[src/design/lpfc_pkg.sv]
// Shared types and constants of the length-prefixed frame checker.
package lpfc_pkg;

   localparam int TAG_BYTES = 8;
   localparam logic [16:0] ADLER_MOD = 17'd65521;

   localparam int CSR_AW = 5;
   localparam int CSR_DW = 64;

   localparam logic [1:0] CSR_MAX_LENGTH = 2'd0;
   localparam logic [1:0] CSR_TAG_LENGTH = 2'd1;
   localparam logic [1:0] CSR_TAG_VALUE  = 2'd2;

   localparam logic [30:0] MAX_LENGTH_RESET = 31'd67108864;
   localparam logic [3:0]  TAG_LENGTH_RESET = 4'd0;
   localparam logic [63:0] TAG_VALUE_RESET  = 64'd0;

   typedef enum logic [1:0] {
      STATUS_OK,
      STATUS_BAD_LENGTH,
      STATUS_BAD_SUM,
      STATUS_BAD_TAG
   } status_type;

   typedef struct packed {
      logic [30:0] max_length;
      logic [3:0]  tag_length;
      logic [63:0] tag_value;
   } cfg_type;

   typedef struct packed {
      logic       is_status;
      logic [7:0] out_byte;
      status_type frame_status;
   } result_type;

   function automatic logic [3:0] eff_tag_length(input logic [3:0] tl);
      logic [3:0] r;
      r = (tl > 4'(TAG_BYTES)) ? 4'(TAG_BYTES) : tl;
      return r;
   endfunction

endpackage

[src/design/lpfc_csr.sv]
// Configuration register file with APB-style access.
module lpfc_csr (
   input  logic                          clock,
   input  logic                          reset,
   input  logic                          csr_psel,
   input  logic                          csr_penable,
   input  logic                          csr_pwrite,
   input  logic [lpfc_pkg::CSR_AW-1:0]   csr_paddr,
   input  logic [lpfc_pkg::CSR_DW-1:0]   csr_pwdata,
   output logic [lpfc_pkg::CSR_DW-1:0]   csr_prdata,
   output logic                          csr_pready,
   output lpfc_pkg::cfg_type             cfg
);

   lpfc_pkg::cfg_type cfg_ff;
   lpfc_pkg::cfg_type cfg_in;
   logic [1:0]        reg_idx;
   logic              wr_en;

   assign reg_idx    = csr_paddr[4:3];
   assign wr_en      = csr_psel && csr_penable && csr_pwrite && csr_pready;
   assign csr_pready = 1'b1;
   assign cfg        = cfg_ff;

   always_comb begin
      cfg_in = cfg_ff;
      if (wr_en) begin
         case (reg_idx)
            lpfc_pkg::CSR_MAX_LENGTH: cfg_in.max_length = csr_pwdata[30:0];
            lpfc_pkg::CSR_TAG_LENGTH: cfg_in.tag_length = csr_pwdata[3:0];
            lpfc_pkg::CSR_TAG_VALUE:  cfg_in.tag_value  = csr_pwdata;
            default: ;
         endcase
      end
   end

   always_comb begin
      case (reg_idx)
         lpfc_pkg::CSR_MAX_LENGTH: csr_prdata = {33'd0, cfg_ff.max_length};
         lpfc_pkg::CSR_TAG_LENGTH: csr_prdata = {60'd0, cfg_ff.tag_length};
         lpfc_pkg::CSR_TAG_VALUE:  csr_prdata = cfg_ff.tag_value;
         default:                  csr_prdata = '0;
      endcase
   end

   always_ff @(posedge clock) begin
      if (reset) begin
         cfg_ff.max_length <= lpfc_pkg::MAX_LENGTH_RESET;
         cfg_ff.tag_length <= lpfc_pkg::TAG_LENGTH_RESET;
         cfg_ff.tag_value  <= lpfc_pkg::TAG_VALUE_RESET;
      end else begin
         cfg_ff <= cfg_in;
      end
   end

endmodule

[src/design/lpfc_front.sv]
// Input side: two-entry byte queue between the stream and the frame engine.
module lpfc_front (
   input  logic       clock,
   input  logic       reset,
   input  logic       req_push,
   input  logic [7:0] req_in_byte,
   output logic       req_full,
   output logic       head_valid,
   output logic [7:0] head_byte,
   input  logic       head_pop
);

   logic [7:0] slot_ff [2];
   logic       wr_ptr_ff;
   logic       rd_ptr_ff;
   logic [1:0] cnt_ff;
   logic       wr_ptr_in;
   logic       rd_ptr_in;
   logic [1:0] cnt_in;
   logic       enq;
   logic       deq;

   assign req_full   = (cnt_ff == 2'd2);
   assign head_valid = (cnt_ff != 2'd0);
   assign head_byte  = slot_ff[rd_ptr_ff];
   assign enq        = req_push && !req_full;
   assign deq        = head_pop && head_valid;
   assign wr_ptr_in  = wr_ptr_ff ^ enq;
   assign rd_ptr_in  = rd_ptr_ff ^ deq;
   assign cnt_in     = cnt_ff + {1'b0, enq} - {1'b0, deq};

   always_ff @(posedge clock) begin
      if (reset) begin
         wr_ptr_ff <= 1'b0;
         rd_ptr_ff <= 1'b0;
         cnt_ff    <= 2'd0;
      end else begin
         wr_ptr_ff <= wr_ptr_in;
         rd_ptr_ff <= rd_ptr_in;
         cnt_ff    <= cnt_in;
      end
   end

   always_ff @(posedge clock) begin
      if (enq) begin
         slot_ff[wr_ptr_ff] <= req_in_byte;
      end
   end

endmodule

[src/design/lpfc_engine.sv]
// Frame engine: length check, tag match, Adler-32 and the result queue.
module lpfc_engine (
   input  logic              clock,
   input  logic              reset,
   input  lpfc_pkg::cfg_type cfg,
   input  logic              head_valid,
   input  logic [7:0]        head_byte,
   output logic              head_pop,
   output logic              rsp_empty,
   input  logic              rsp_pop,
   output logic              rsp_is_status,
   output logic [7:0]        rsp_out_byte,
   output logic [1:0]        rsp_frame_status
);

   typedef enum logic [1:0] {
      ST_LENGTH,
      ST_BODY,
      ST_LOCKED
   } state_type;

   state_type   state_ff, state_in;
   logic [1:0]  sub_cnt_ff, sub_cnt_in;
   logic [23:0] len_sr_ff, len_sr_in;
   logic [30:0] body_len_ff, body_len_in;
   logic [30:0] byte_count_ff, byte_count_in;
   logic [15:0] sum_low_ff, sum_low_in;
   logic [15:0] sum_high_ff, sum_high_in;
   logic [23:0] exp_sum_ff, exp_sum_in;
   logic        tag_ok_ff, tag_ok_in;

   lpfc_pkg::result_type res;
   logic                 res_valid;
   logic                 take;
   logic [7:0]           b;
   logic [3:0]           eff_tl;
   logic [31:0]          len_w;
   logic [30:0]          min_len;
   logic [16:0]          lo_sum;
   logic [15:0]          lo_next;
   logic [16:0]          hi_sum;
   logic [15:0]          hi_next;
   logic [7:0]           want;

   lpfc_pkg::result_type q_ff [2];
   logic                 q_wr_ff;
   logic                 q_rd_ff;
   logic [1:0]           q_cnt_ff;
   logic [1:0]           q_cnt_in;
   logic                 q_deq;

   assign take     = head_valid && (q_cnt_ff != 2'd2);
   assign head_pop = take;
   assign b        = head_byte;
   assign eff_tl   = lpfc_pkg::eff_tag_length(cfg.tag_length);
   assign len_w    = {len_sr_ff, b};
   assign min_len  = {27'd0, eff_tl} + 31'd4;
   assign want     = cfg.tag_value[{byte_count_ff[2:0], 3'b000} +: 8];

   always_comb begin
      lo_sum  = {1'b0, sum_low_ff} + {9'd0, b};
      lo_next = (lo_sum >= lpfc_pkg::ADLER_MOD) ? 16'(lo_sum - lpfc_pkg::ADLER_MOD)
                                                : lo_sum[15:0];
      hi_sum  = {1'b0, sum_high_ff} + {1'b0, lo_next};
      hi_next = (hi_sum >= lpfc_pkg::ADLER_MOD) ? 16'(hi_sum - lpfc_pkg::ADLER_MOD)
                                                : hi_sum[15:0];
   end

   always_comb begin
      state_in      = state_ff;
      sub_cnt_in    = sub_cnt_ff;
      len_sr_in     = len_sr_ff;
      body_len_in   = body_len_ff;
      byte_count_in = byte_count_ff;
      sum_low_in    = sum_low_ff;
      sum_high_in   = sum_high_ff;
      exp_sum_in    = exp_sum_ff;
      tag_ok_in     = tag_ok_ff;
      res_valid     = 1'b0;
      res           = '{is_status: 1'b0, out_byte: 8'd0,
                        frame_status: lpfc_pkg::STATUS_OK};
      if (take) begin
         unique case (state_ff)
            ST_LENGTH: begin
               len_sr_in  = {len_sr_ff[15:0], b};
               sub_cnt_in = sub_cnt_ff + 2'd1;
               if (sub_cnt_ff == 2'd3) begin
                  if (len_w[31] || (len_w[30:0] > cfg.max_length) ||
                      (len_w[30:0] < min_len)) begin
                     state_in  = ST_LOCKED;
                     res_valid = 1'b1;
                     res       = '{is_status: 1'b1, out_byte: 8'd0,
                                   frame_status: lpfc_pkg::STATUS_BAD_LENGTH};
                  end else begin
                     state_in      = ST_BODY;
                     byte_count_in = '0;
                     body_len_in   = len_w[30:0] - 31'd4;
                  end
               end
            end
            ST_BODY: begin
               if (byte_count_ff == body_len_ff) begin
                  exp_sum_in = {exp_sum_ff[15:0], b};
                  sub_cnt_in = sub_cnt_ff + 2'd1;
                  if (sub_cnt_ff == 2'd3) begin
                     sub_cnt_in    = 2'd0;
                     byte_count_in = '0;
                     sum_low_in    = 16'd1;
                     sum_high_in   = 16'd0;
                     tag_ok_in     = 1'b1;
                     res_valid     = 1'b1;
                     res.is_status = 1'b1;
                     if ({sum_high_ff, sum_low_ff} != {exp_sum_ff, b}) begin
                        state_in         = ST_LOCKED;
                        res.frame_status = lpfc_pkg::STATUS_BAD_SUM;
                     end else if (!tag_ok_ff) begin
                        state_in         = ST_LOCKED;
                        res.frame_status = lpfc_pkg::STATUS_BAD_TAG;
                     end else begin
                        state_in         = ST_LENGTH;
                        res.frame_status = lpfc_pkg::STATUS_OK;
                     end
                  end
               end else begin
                  sum_low_in    = lo_next;
                  sum_high_in   = hi_next;
                  byte_count_in = byte_count_ff + 31'd1;
                  if (byte_count_ff < {27'd0, eff_tl}) begin
                     if (want != b) begin
                        tag_ok_in = 1'b0;
                     end
                  end else begin
                     res_valid    = 1'b1;
                     res.out_byte = b;
                  end
               end
            end
            ST_LOCKED: ;
            default: state_in = ST_LOCKED;
         endcase
      end
   end

   always_ff @(posedge clock) begin
      if (reset) begin
         state_ff      <= ST_LENGTH;
         sub_cnt_ff    <= 2'd0;
         byte_count_ff <= '0;
         sum_low_ff    <= 16'd1;
         sum_high_ff   <= 16'd0;
         tag_ok_ff     <= 1'b1;
      end else begin
         state_ff      <= state_in;
         sub_cnt_ff    <= sub_cnt_in;
         byte_count_ff <= byte_count_in;
         sum_low_ff    <= sum_low_in;
         sum_high_ff   <= sum_high_in;
         tag_ok_ff     <= tag_ok_in;
      end
      len_sr_ff   <= len_sr_in;
      body_len_ff <= body_len_in;
      exp_sum_ff  <= exp_sum_in;
   end

   // result queue: two words deep
   assign q_deq            = rsp_pop && !rsp_empty;
   assign q_cnt_in         = q_cnt_ff + {1'b0, res_valid} - {1'b0, q_deq};
   assign rsp_empty        = (q_cnt_ff == 2'd0);
   assign rsp_is_status    = q_ff[q_rd_ff].is_status;
   assign rsp_out_byte     = q_ff[q_rd_ff].out_byte;
   assign rsp_frame_status = q_ff[q_rd_ff].frame_status;

   always_ff @(posedge clock) begin
      if (reset) begin
         q_wr_ff  <= 1'b0;
         q_rd_ff  <= 1'b0;
         q_cnt_ff <= 2'd0;
      end else begin
         q_wr_ff  <= q_wr_ff ^ res_valid;
         q_rd_ff  <= q_rd_ff ^ q_deq;
         q_cnt_ff <= q_cnt_in;
      end
      if (res_valid) begin
         q_ff[q_wr_ff] <= res;
      end
   end

endmodule

[src/design/length_prefixed_frame_checker_top.sv]
// Top level of the length-prefixed frame checker.
//
// Bytes enter on the req_ queue port: a byte is taken when req_push is high
// and req_full is low. Words leave on the rsp_ queue port: the oldest word
// stands on rsp_* while rsp_empty is low and is taken when rsp_pop is high.
// A word is either a payload byte (rsp_is_status low) or an end-of-frame
// status (ok, invalid length, checksum error, unknown tag).
// Length, tag and checksum bytes give no word, except that a bad length gives
// its status word on the fourth length byte; the fourth checksum byte gives the
// status word. After an error status all further bytes are taken and dropped until reset.
// A taken byte is registered in the input queue, then its word, if any, in the
// result queue. Throughput: one byte per cycle while the result queue has room,
// set by the engine's one-byte Adler-32 step.
// When the receiver stalls, the two-word result queue fills, the engine
// holds, the two-byte input queue fills and req_full rises.
// Reset empties both queues, returns registers to their reset values and
// restarts frame parsing at the length field.
// Registers sit on the csr_ port at byte addresses 0, 8 and 16.
module length_prefixed_frame_checker_top (
   input  logic                          clock,
   input  logic                          reset,
   input  logic                          req_push,
   input  logic [7:0]                    req_in_byte,
   output logic                          req_full,
   output logic                          rsp_empty,
   input  logic                          rsp_pop,
   output logic                          rsp_is_status,
   output logic [7:0]                    rsp_out_byte,
   output logic [1:0]                    rsp_frame_status,
   input  logic                          csr_psel,
   input  logic                          csr_penable,
   input  logic                          csr_pwrite,
   input  logic [lpfc_pkg::CSR_AW-1:0]   csr_paddr,
   input  logic [lpfc_pkg::CSR_DW-1:0]   csr_pwdata,
   output logic [lpfc_pkg::CSR_DW-1:0]   csr_prdata,
   output logic                          csr_pready
);

   lpfc_pkg::cfg_type cfg;
   logic              head_valid;
   logic [7:0]        head_byte;
   logic              head_pop;

   lpfc_csr u_csr (
      .clock       (clock),
      .reset       (reset),
      .csr_psel    (csr_psel),
      .csr_penable (csr_penable),
      .csr_pwrite  (csr_pwrite),
      .csr_paddr   (csr_paddr),
      .csr_pwdata  (csr_pwdata),
      .csr_prdata  (csr_prdata),
      .csr_pready  (csr_pready),
      .cfg         (cfg)
   );

   lpfc_front u_front (
      .clock       (clock),
      .reset       (reset),
      .req_push    (req_push),
      .req_in_byte (req_in_byte),
      .req_full    (req_full),
      .head_valid  (head_valid),
      .head_byte   (head_byte),
      .head_pop    (head_pop)
   );

   lpfc_engine u_engine (
      .clock            (clock),
      .reset            (reset),
      .cfg              (cfg),
      .head_valid       (head_valid),
      .head_byte        (head_byte),
      .head_pop         (head_pop),
      .rsp_empty        (rsp_empty),
      .rsp_pop          (rsp_pop),
      .rsp_is_status    (rsp_is_status),
      .rsp_out_byte     (rsp_out_byte),
      .rsp_frame_status (rsp_frame_status)
   );

endmodule

[config.mk]
export PLATFORM = sky130hd
export DESIGN_NAME = length_prefixed_frame_checker_top
export DESIGN_NICKNAME = d
export VERILOG_FILES = /design/src/design/lpfc_pkg.sv /design/src/design/lpfc_csr.sv /design/src/design/lpfc_front.sv /design/src/design/lpfc_engine.sv /design/src/design/length_prefixed_frame_checker_top.sv
export SDC_FILE = /design/constraint.sdc
export NUM_CORES = 1
export LEC_CHECK = 0
export ABC_AREA = 1
export BUFFER_PORTS_ARGS = -buffer_cell sky130_fd_sc_hd__buf_2
export CORE_ASPECT_RATIO = 1.1
export CORE_MARGIN = 8
export CORE_UTILIZATION = 32
export DETAILED_ROUTE_END_ITERATION = 12
export GPL_TIMING_DRIVEN = 0
export PLACE_DENSITY = 0.52
export SKIP_CTS_REPAIR_TIMING = 1
export SYNTH_ARGS = -nofsm -noshare
export SYNTH_HDL_FRONTEND = slang
export SYNTH_SLANG_ARGS = --single-unit
[constraint.sdc]
create_clock -name clock -period 5 [get_ports clock]
set_input_delay 0.75 -clock clock [delete_from_list [all_inputs] [get_ports clock]]
set_output_delay 0.75 -clock clock [all_outputs]
set_load 0.03 [all_outputs]
==> results.tsv <==
stage	metric	value	unit
yosys	synth_top_area_cell	edfxtp_1	
routing	dr.pass1.iters	5	
clock_network	cts_tree	built	
setup_path	cp_slowest_stage_delay	0.44	ns
setup_path	rrSetupSlack	-0.33	ns
setup_path	crit_type	flop to flop	
cells_and_area	fillerInstances	5730	
hold_path	hp-start	req_in_byte[1]	
outcome	violations	negative setup slack	
cells_and_area	drive_gt1_share	21.89	%
routing	drt_wl_total	62820	um
setup_path	r2r_end	u_engine.sum_high_ff[8]$_SDFFE_PP0P_	
routing	routed_via_density	4.976	
setup_path	critPathMaxFanout	10	
power	p_switching	3470	uW
clock_network	cts-root-buf	clkbuf_16	
sta	worst_slack	-0.3298	ns
die	chipWidth	240.7	um
yosys	seq_area_frac_synth	39.50	%
routing	vias	17080	
yosys	synth_cells	2409	
sta	hold_violations	0	
die	initial_core_util	32.40	%
setup_path	critPathLaunchType	flop	
clock_network	cts_num_sinks	292	
sta	slew_viol_final	0	
place	port_buffers	156	
yosys	yosys-top-cells-count	nand2_1, inv_1, nor2_1	
yosys	synthTopCellsByArea	edfxtp_1, dfxtp_1, nand2_1	
yosys	synth_ff_type	dfxtp_1	
clock_network	h-tree-depth	1	
setup_path	critPathCaptureType	flop	
sta	rsz0062_at_grt	true	
grt	grtUsageMet3	2.623	%
clock_network	clk_latency	0.59	ns
grt	use_met2	33.04	%
grt	gr-total-overflow	0	
cells_and_area	fin_nets	2835	
grt	grt_max_degree	17	
die	rows	90	
power	p_int	5444	uW
hold_path	hold_end	u_front.slot_ff[0][1]$_DFFE_PP_	
setup_path	r2r-start	u_front.rd_ptr_ff$_SDFF_PP0_	
yosys	yosys_warnings	0	
power	comb_power_share	40.0	%
setup_path	worstPathArrival	5.78	ns
power	power	8914	uW
sta	max_freq	187.6	MHz
grt	grt_pass1_vias	16330	
die	die_h	263.1	um
grt	busiest_layer	met2	
power	power_frac_seq	34.4	%
sta	fin_crit	5.330	ns
yosys	synth_edf_count	117	
hold_path	hold_depth	1	
yosys	syn_area	0.01777	mm^2
sta	clock_skew	0.01545	ns
sta	slew_headroom	30.14	%
routing	wl_per_cell	18.30	um
setup_path	cp.required	5.45	ns
grt	use_met1	23.29	%
routing	drt_iter0_drc	1150	
sta	tightest_slew	1.048	ns
yosys	avgSynthCellArea	7.375	um^2
yosys	synth_top_cell_area_share	19.78	%
sta	setup_viol	16	
grt	grt_pass1_wl	94780	um
power	ir_drop	0.2430	mV
place	gp_congestion	0.9295	
clock_network	clkTransAtPathRegs	0.06	ns
setup_path	reg2regPathDepth	37	
cells_and_area	syn2layout_area_growth	24.55	%
grt	grt_antenna_before_repair	3	
die	die_area	0.06332	mm^2
yosys	yosysMostFrequentCell	nand2_1	
die	ios	162	
sta	hold_slack	0.3493	ns
power	clkPwrFrac	25.6	%
clock_network	cts.path.max_buffers	3	
cells_and_area	final_core_util	40.35	%
outcome	outcome	finished with violations	
die	core	0.05484	mm^2
hold_path	hold_class	primary input to flop	
yosys	async_flop_share	0	%
job	maxCapViolations	0	
sta	fin_crit_sh	106.6	%
grt	track_usage	18.94	%
yosys	synthDistinctLibCells	57	
routing	route.detailed.drc	0	
clock_network	cts_buffers	31	
place	dp_hpwl	49080	um
power	leakage	0.008934	uW
sta	setup_tns	-4.199	ns
power	p_sw_share	38.92	%
setup_path	cp-startpoint	u_front.rd_ptr_ff$_SDFF_PP0_	
setup_path	slowest_stage	fa_2	
routing	ant_nets	0	
setup_path	crit_path_frequent_cell	nand2_2	
yosys	ys_seq_elements	292	
power	p_per_area	402.8	mW/mm^2
==> how the worst max path moves through the flow <==
stage / endpoint / cells after the start
floorplan: u_engine.sum_high_ff[8]$_SDFFE_PP0P_ / 36
detailed placement: u_engine.sum_high_ff[8]$_SDFFE_PP0P_ / 36
global placement: u_engine.sum_high_ff[8]$_SDFFE_PP0P_ / 36
finish: u_engine.sum_high_ff[8]$_SDFFE_PP0P_ / 37
CTS: u_engine.sum_high_ff[8]$_SDFFE_PP0P_ / 36
global route: u_engine.sum_high_ff[8]$_SDFFE_PP0P_ / 40
==> through the flow <==
step                      area, um^2  std cells  worst slack, ns
after global placement         19480       3302           -2.103
final                          22130       3432          -0.3298
after floorplan                17780       2410          0.06080
after CTS                      20550       3364           -2.171
after global routing           22130       3432          -0.6284
after detailed placement       19560       3306           -2.137
==> power groups by stage <==
stage          combinational [uW]  sequential, uW  clock (uW)
2_1_floorplan                1910            2990           0
3_3_place_gp                 2690            3120           0
3_5_place_dp                 2790            3110           0
4_1_cts                      2800            3060        2330
5_1_grt                      3910            3100        2430
6_report                     3570            3070        2280
==> critical path: cells and delay by family (launching register included) <==
family	cells	cell delay, ns
compound gates	2	0.27
xor+xnor	1	0.18
flops	1	0.34
fa+ha+maj	4	1.20
buf+inv	6	0.66
simple gates	24	2.49
==> per-layer routing <==
metal / routed length, um / vias to the layer above
met1: 26310 / 8026
met2: 31360 / 449
met4: 2286 / 4
met3: 2831 / 127
li1: - / 8473
met5: 26 / -
==> cell families after synthesis <==
group | Yosys count | share of synthesized area [%]
DFF | 292 | 39.50
AOI/OAI and AO/OA | 432 | 12.86
adders and majority gates | 81 | 5.789
other | 1 | 0.02111
and+or+nand+nor | 1110 | 28.01
buffers and inverters | 392 | 8.846
xor gates and xnor gates | 101 | 4.979
==> placed cells by master (no fill, tap or decap), types with 22 or more instances in the layout <==
| cell type | count |
|---|---|
| clkbuf_1 | 70 |
| a21oi_1 | 186 |
| nand4_1 | 48 |
| xor2_1 | 78 |
| dfxtp_1 | 174 |
| clkbuf_16 | 32 |
| nor3_1 | 40 |
| buf_2 | 171 |
| buf_4 | 71 |
| xnor2_1 | 22 |
| ha_1 | 60 |
| nor2_1 | 233 |
| inv_2 | 28 |
| nand2_2 | 78 |
| inv_1 | 256 |
| nand2_1 | 420 |
| o21ai_0 | 179 |
| nor2_2 | 23 |
| edfxtp_1 | 117 |
| nand3_1 | 128 |
==> layout make-up <==
class / instances / area, um^2 / area share, %
Clock buffer: 42 / 847.1 / 3.828
Clock inverter: 16 / 147.6 / 0.6672
Antenna cell: 1 / 2.502 / 0.01131
Tap cell: 736 / 920.9 / 4.162
Sequential cell: 292 / 7018 / 31.72
Inverter: 296 / 1162 / 5.253
Multi-Input combinational cell: 1726 / 10180 / 46.03
Timing Repair Buffer: 227 / 1370 / 6.192
Buffer: 96 / 474.2 / 2.143
==> state kept, by name, indices dropped and copies added (netlist names) <==
signal,count
u_csr.cfg,99
u_engine.body_len_ff,31
u_engine.byte_count_ff,31
u_engine.exp_sum_ff,24
u_engine.len_sr_ff,24
u_engine.q_cnt_ff,2
u_engine.q_ff,22
u_engine.q_rd_ff,1
u_engine.q_wr_ff,1
u_engine.state_ff,2
u_engine.sub_cnt_ff,2
u_engine.sum_high_ff,16
u_engine.sum_low_ff,16
u_engine.tag_ok_ff,1
u_front.cnt_ff,2
u_front.rd_ptr_ff,1
u_front.slot_ff,16
u_front.wr_ptr_ff,1
No activity file was read; power rests on OpenSTA's default activity.
